## src/cau_pkg.sv

```systemverilog
// ----------------------------------------------------------------------------
// cau_pkg
// Shared widths, codes, item structures and helper functions for the
// complex arithmetic unit.
// ----------------------------------------------------------------------------
package cau_pkg;

    localparam int W      = 16;
    localparam int F      = 8;
    localparam int PW     = 2 * W;
    localparam int MW     = 2 * W + 1;
    localparam int QW     = W + 1;
    localparam int RW     = MW + QW;
    localparam int IN_DW  = ((4 * W + 7) / 8) * 8;
    localparam int OUT_DW = ((2 * W + 7) / 8) * 8;

    typedef enum logic [2:0] {
        FN_ADD = 3'd0,
        FN_SUB = 3'd1,
        FN_MUL = 3'd2,
        FN_DIV = 3'd3,
        FN_LT  = 3'd4,
        FN_GT  = 3'd5,
        FN_EQ  = 3'd6,
        FN_NE  = 3'd7
    } t_func;

    typedef enum logic [1:0] {
        ST_OK   = 2'd0,
        ST_SAT  = 2'd1,
        ST_DIV0 = 2'd2
    } t_status;

    typedef struct packed {
        logic          neg;
        logic [MW-1:0] mag;
    } t_smag;

    typedef struct packed {
        t_func func;
        logic  cmp;
        t_smag re;
        t_smag im;
        logic  den_zero;
    } t_side;

    typedef struct packed {
        logic          neg;
        logic          ovf;
        logic [RW-1:0] rem;
        logic [QW-1:0] q;
    } t_lane;

    function automatic t_smag to_smag(input logic signed [MW-1:0] v);
        t_smag s;
        s.neg = v[MW-1];
        s.mag = v[MW-1] ? (~v) + MW'(1) : v;
        return s;
    endfunction

    // {clamped flag, value}
    function automatic logic [W:0] saturate(input t_smag v);
        logic [MW-1:0] lim;
        logic [W-1:0]  val;
        logic          flag;
        lim  = v.neg ? (MW'(1) << (W - 1)) : ((MW'(1) << (W - 1)) - MW'(1));
        flag = v.mag > lim;
        if (flag) begin
            val = v.neg ? {1'b1, {(W-1){1'b0}}} : {1'b0, {(W-1){1'b1}}};
        end else begin
            val = v.neg ? (~v.mag[W-1:0]) + W'(1) : v.mag[W-1:0];
        end
        return {flag, val};
    endfunction

    function automatic t_lane div_step(input t_lane l, input logic [MW-1:0] den,
                                       input int sh);
        t_lane         o;
        logic [RW-1:0] trial;
        o     = l;
        trial = RW'(den) << sh;
        if (l.rem >= trial) begin
            o.rem = l.rem - trial;
            o.q   = {l.q[QW-2:0], 1'b1};
        end else begin
            o.q   = {l.q[QW-2:0], 1'b0};
        end
        return o;
    endfunction

endpackage

```

## src/cau_out.sv

```systemverilog
// ----------------------------------------------------------------------------
// cau_out
// Result selection, saturation and the output register; drives the
// pipeline advance.
// ----------------------------------------------------------------------------
module cau_out import cau_pkg::*; (
    input  logic              i_clk,
    input  logic              i_rst_n,
    input  logic              i_vld,
    input  t_side             i_side,
    input  t_lane             i_re,
    input  t_lane             i_im,
    input  logic              i_tready,
    output logic              o_en,
    output logic              o_tvalid,
    output logic [OUT_DW-1:0] o_tdata,
    output logic [2:0]        o_tuser
);

    logic          r_vld;
    logic [W-1:0]  r_re, r_im, n_re, n_im;
    logic          r_cmp, n_cmp;
    t_status       r_st, n_st;
    t_smag         q_re, q_im;
    logic [W:0]    s_re, s_im;

    assign o_en = !r_vld || i_tready;

    always_comb begin
        q_re.neg = i_re.neg;
        q_re.mag = i_re.ovf ? '1 : MW'(i_re.q);
        q_im.neg = i_im.neg;
        q_im.mag = i_im.ovf ? '1 : MW'(i_im.q);
        s_re     = saturate(i_side.re);
        s_im     = saturate(i_side.im);
        n_re     = '0;
        n_im     = '0;
        n_cmp    = 1'b0;
        n_st     = ST_OK;
        case (i_side.func) inside
            FN_ADD, FN_SUB, FN_MUL: begin
                n_re = s_re[W-1:0];
                n_im = s_im[W-1:0];
                n_st = (s_re[W] || s_im[W]) ? ST_SAT : ST_OK;
            end
            FN_DIV: begin
                s_re = saturate(q_re);
                s_im = saturate(q_im);
                if (i_side.den_zero) begin
                    n_st = ST_DIV0;
                end else begin
                    n_re = s_re[W-1:0];
                    n_im = s_im[W-1:0];
                    n_st = (s_re[W] || s_im[W]) ? ST_SAT : ST_OK;
                end
            end
            default: n_cmp = i_side.cmp;
        endcase
    end

    always_ff @(posedge i_clk) begin
        if (!i_rst_n) begin
            r_vld <= 1'b0;
        end else if (o_en) begin
            r_vld <= i_vld;
        end
    end

    always_ff @(posedge i_clk) begin
        if (o_en) begin
            r_re  <= n_re;
            r_im  <= n_im;
            r_cmp <= n_cmp;
            r_st  <= n_st;
        end
    end

    assign o_tvalid = r_vld;
    assign o_tdata  = OUT_DW'({r_im, r_re});
    assign o_tuser  = {r_st, r_cmp};

    a_cmp_clean: assert property (@(posedge i_clk) disable iff (!i_rst_n)
        (r_vld && r_cmp) |-> (r_st == ST_OK && r_re == '0 && r_im == '0))
        else $error("comparison item carries arithmetic data");

    a_div0_zero: assert property (@(posedge i_clk) disable iff (!i_rst_n)
        (r_vld && r_st == ST_DIV0) |-> (r_re == '0 && r_im == '0 && !r_cmp))
        else $error("divide-by-zero item not zeroed");

    a_sat_limit: assert property (@(posedge i_clk) disable iff (!i_rst_n)
        (r_vld && r_st == ST_SAT) |->
            (r_re == {1'b1, {(W-1){1'b0}}} || r_re == {1'b0, {(W-1){1'b1}}} ||
             r_im == {1'b1, {(W-1){1'b0}}} || r_im == {1'b0, {(W-1){1'b1}}}))
        else $error("saturated item holds no limit value");

endmodule
```

## config.mk

```make
export PLATFORM = sky130hd
export DESIGN_NAME = cau_out
export DESIGN_NICKNAME = d
export VERILOG_FILES = /design/src/cau_pkg.sv /design/src/cau_out.sv
export SDC_FILE = /design/constraint.sdc
export NUM_CORES = 1
export LEC_CHECK = 0
export BUFFER_PORTS_ARGS = -buffer_cell sky130_fd_sc_hd__buf_2
export CAP_MARGIN = 0
export CORE_MARGIN = 10
export CORE_UTILIZATION = 40
export CTS_BUF_LIST = sky130_fd_sc_hd__clkbuf_16
export DETAILED_ROUTE_END_ITERATION = 7
export PLACE_DENSITY = 0.7
export SLEW_MARGIN = 20
export SYNTH_ARGS = -nofsm -noshare
export SYNTH_HDL_FRONTEND = slang
export SYNTH_SLANG_ARGS = --single-unit
```

## constraint.sdc

```tcl
create_clock -name i_clk -period 3.55 [get_ports i_clk]
set_input_delay 0.5325 -clock i_clk [delete_from_list [all_inputs] [get_ports i_clk]]
set_output_delay 0.5325 -clock i_clk [all_outputs]
set_load 0.01 [all_outputs]
```

==> impl_results.md <==
- N_diodes: 0
- Register-to-register setup slack: 2.36 ns
- Syn_nets: 985
- WP data required: 3.56 ns
- Placed cell areas: 6430 µm²
- Max H-tree Level: 2
- Crit path launch type: input pin
- Max incr delay on CP: 0.53 ns
- Final setup viols: 0
- # DRC: 0
- Max-cap violations: 0
- Most common cell in the netlist: nor2_1
- DRT Wirelength: 16800 µm
- Max Clock Skew: 0.00530 ns
- Area of the multi-input gates: 4040 µm²
- Core Region: 13200 µm²
- FP Rows: 42
- Tmin final: 3.22 ns
- Worst-Margin Slew: 0.874 ns
- Hold Path Stages: 3
- Clk slew on worst S/H paths: 0.05 ns
- Synth warn: 0
- CP Max Fanout: 26
- GRT Total Usage: 17.4%
- Post-synthesis instance total: 702
- Peak Freq: 0.311 GHz
- DRT iter0 DRCs: 459
- Total Nets Final: 1135
- CP endpoint kind: flop
- Cell variety after synth: 73
- Die Area: 18500 µm²
- Post-CTS Setup Bufs: 0
- Synth area leader: edfxtp_1
- Synth top area share: 19.5%
- Peak VDD IR: 0.000136 V
- Net switching power: 0.497 mW
- Slew Viols, Final: 0
- Clock share of power: 27.7%
- Cells along the critical path: buf_2, or2_2, ha_1, a21oi_1, o21ai_0, a2111oi_2, o22ai_2, nor2_1, o22ai_1, or3_1
- Clk sinks: 36
- Root buf cell: clkbuf_16
- Die Span X: 136 µm
- DP Wirelength: 13800 µm
- Top_reg_cell synth: edfxtp_1
- Cell area power density: 226 nW/µm²
- Number of hold buffers added after CTS: 0
- IO Port Bufs: 151
- Clock Tree Buf Depth: 2
- Final Cell Area: 6570 µm²
- RSZ-0062 raised after global routing: false
- Slowest cell on crit path: a2111oi_2
- Total iterations of the first detailed-routing run: 5
- Sw frac: 33.5%
- Post-synth EDFFs: 35
- Filler cells: 1339
- Layout area overhead: 22.0%
- Flops & latches, synth: 36
- Num ports: 252
- Starting Density: 40.8%
- Tcrit/Tclk final: 90.6%
- Skew-Pair Late Insertion Delay: 0.27 ns
- Pre-CTS setup slack: 0.0453 ns
- Layout cells sized above 1: 25.9%
- Post-synthesis async set-or-reset flop share: 0%
- Final worst slack: 0.334 ns
- Initial antenna violation count: 0
- Crit path arrival time: 3.23 ns
- Rel. slew slack: 41.7%
- Via density: 5.70
- Register area: 1070 µm²
- CTS tree: done
- Post-synth top cells: nor2_1, ha_1, a21oi_1, o21ai_0, nand2_1
- R2r worst-path depth: 2
- Detail Route Antenna Nets: 0
- Combinational power share: 37.1%
- Die Ht: 136 µm
- Wire length per cell: 16.3 µm
- Seq pwr share: 35.2%
- Post-route setup TNS: 0 ns
- Total CTS buffers: 5
- First-pass GRT wire length: 26900 µm
- RePlAce Congestion: 0.868
- Final hold viol count: 0
- Status: finished, final reports clean
- Critical path class: input pin to flop
- Static leakage: 2.88 nW
- Sequential element share of the synthesized area: 19.9%
- DR vias: 5868
- Post-cts sizing count: 0
- Syn avg cell area: 7.67 µm²
- GRT overflow: 0
- Internal: 0.986 mW
- Post-synthesis instance area: 5380 µm²
- Largest net degree at the start of global routing: 37
- Type of the most critical hold path: input pin to flop
- Top post-synthesis cells by area: edfxtp_1, ha_1, nor2_1, a21oi_1, o21ai_0
- Vias in the first global route: 5564
layout by cell type (no fill, tap or decap), types with 3 or more instances in the layout:
cell,netlist,routed
nand3_1,42,42
ha_1,68,68
o21ai_0,46,46
and3_1,12,12
a21o_1,4,4
buf_4,2,27
and4_1,4,4
nand2_1,45,45
nand4_1,16,16
a211o_1,6,6
nor4_2,3,3
or4_1,6,6
nor4_1,17,17
clkinv_1,3,5
clkbuf_16,0,5
a211oi_1,5,5
buf_2,9,151
o211a_1,3,3
o22a_1,8,8
nor2_1,78,78
nor3_1,25,24
o211ai_1,11,11
inv_1,35,36
o22ai_1,13,13
mux2i_1,14,14
or2_2,14,14
nor2b_1,3,3
or3_1,13,13
o32a_1,4,4
and2_1,4,4
xor2_1,3,3
nor3b_1,5,5
o2111ai_1,3,3
a31oi_1,5,5
a32oi_1,3,3
a21oi_1,57,56
o31ai_1,5,5
edfxtp_1,35,35
routing by layer:
| layer | global-route usage [%] | vias to the layer above | part of all wire, % |
|---|---|---|---|
| met4 | 3.37 | 0 | 1.4 |
| met5 | 0 | - | 0 |
| met3 | 3.80 | 16 | 6.7 |
| li1 | - | 3002 | - |
| met1 | 21.4 | 2675 | 44 |
| met2 | 30.5 | 175 | 48 |
final cells by class:
type	instances	area share [%]
clock buffer	5	1.91
sequential	36	16.3
multi-input combinational	593	61.5
clock inverter	3	0.172
inverter	38	2.17
tap	176	3.35
timing repair buffer	178	14.6
final timing paths:
path                 start       end
setup / recovery  i_im[67]  r_im[11]
hold / removal       i_vld  o_tvalid
setup reg to reg  o_tvalid  r_re[11]
hold reg to reg   o_tvalid   r_im[9]
through the flow:
step           total power, mW  instances  util, %  hold slack, ns
6_report                  1.48       1029     49.8           0.497
5_1_grt                   1.58       1029     49.8           0.494
4_1_cts                   1.49       1029     49.8           0.491
3_5_place_dp              1.08       1021     48.7           0.782
3_3_place_gp              1.07       1021     48.7           0.778
2_1_floorplan            0.837        702        -           0.671
power groups by stage:
stage	clock (mW)	sequential, mW	combinational, mW
finish	0.411	0.522	0.551
global route	0.434	0.524	0.625
CTS	0.418	0.522	0.553
detailed placement	0	0.530	0.551
global placement	0	0.530	0.541
floorplan	0	0.549	0.288
kinds of logic (layout without fill, tap and decap cells):
| logic type | after synthesis | count (layout) | share of synthesized area [%] |
|---|---|---|---|
| buf+inv | 73 | 224 | 5.44 |
| xor+xnor | 5 | 5 | 0.814 |
| compound gates | 194 | 194 | 23.7 |
| mux | 16 | 16 | 3.02 |
| flops | 36 | 36 | 19.9 |
| fa+ha+maj | 68 | 68 | 15.8 |
| simple gates | 310 | 310 | 31.3 |
worst max-delay path, delay by kind of cell:
kind	cells	cell delay [ns]
AOI/OAI and AO/OA	5	1.22
and+or+nand+nor	3	0.94
adders and majority gates	1	0.30
buffers and inverters	1	0.24
registers in the layout, indices dropped and copies added, names as in the netlist:
| register | cells |
|---|---|
| r_im | 16 |
| r_re | 16 |
| r_st | 2 |
| o_tvalid | 1 |
| r_cmp | 1 |
(Power assumes the default switching activity.)
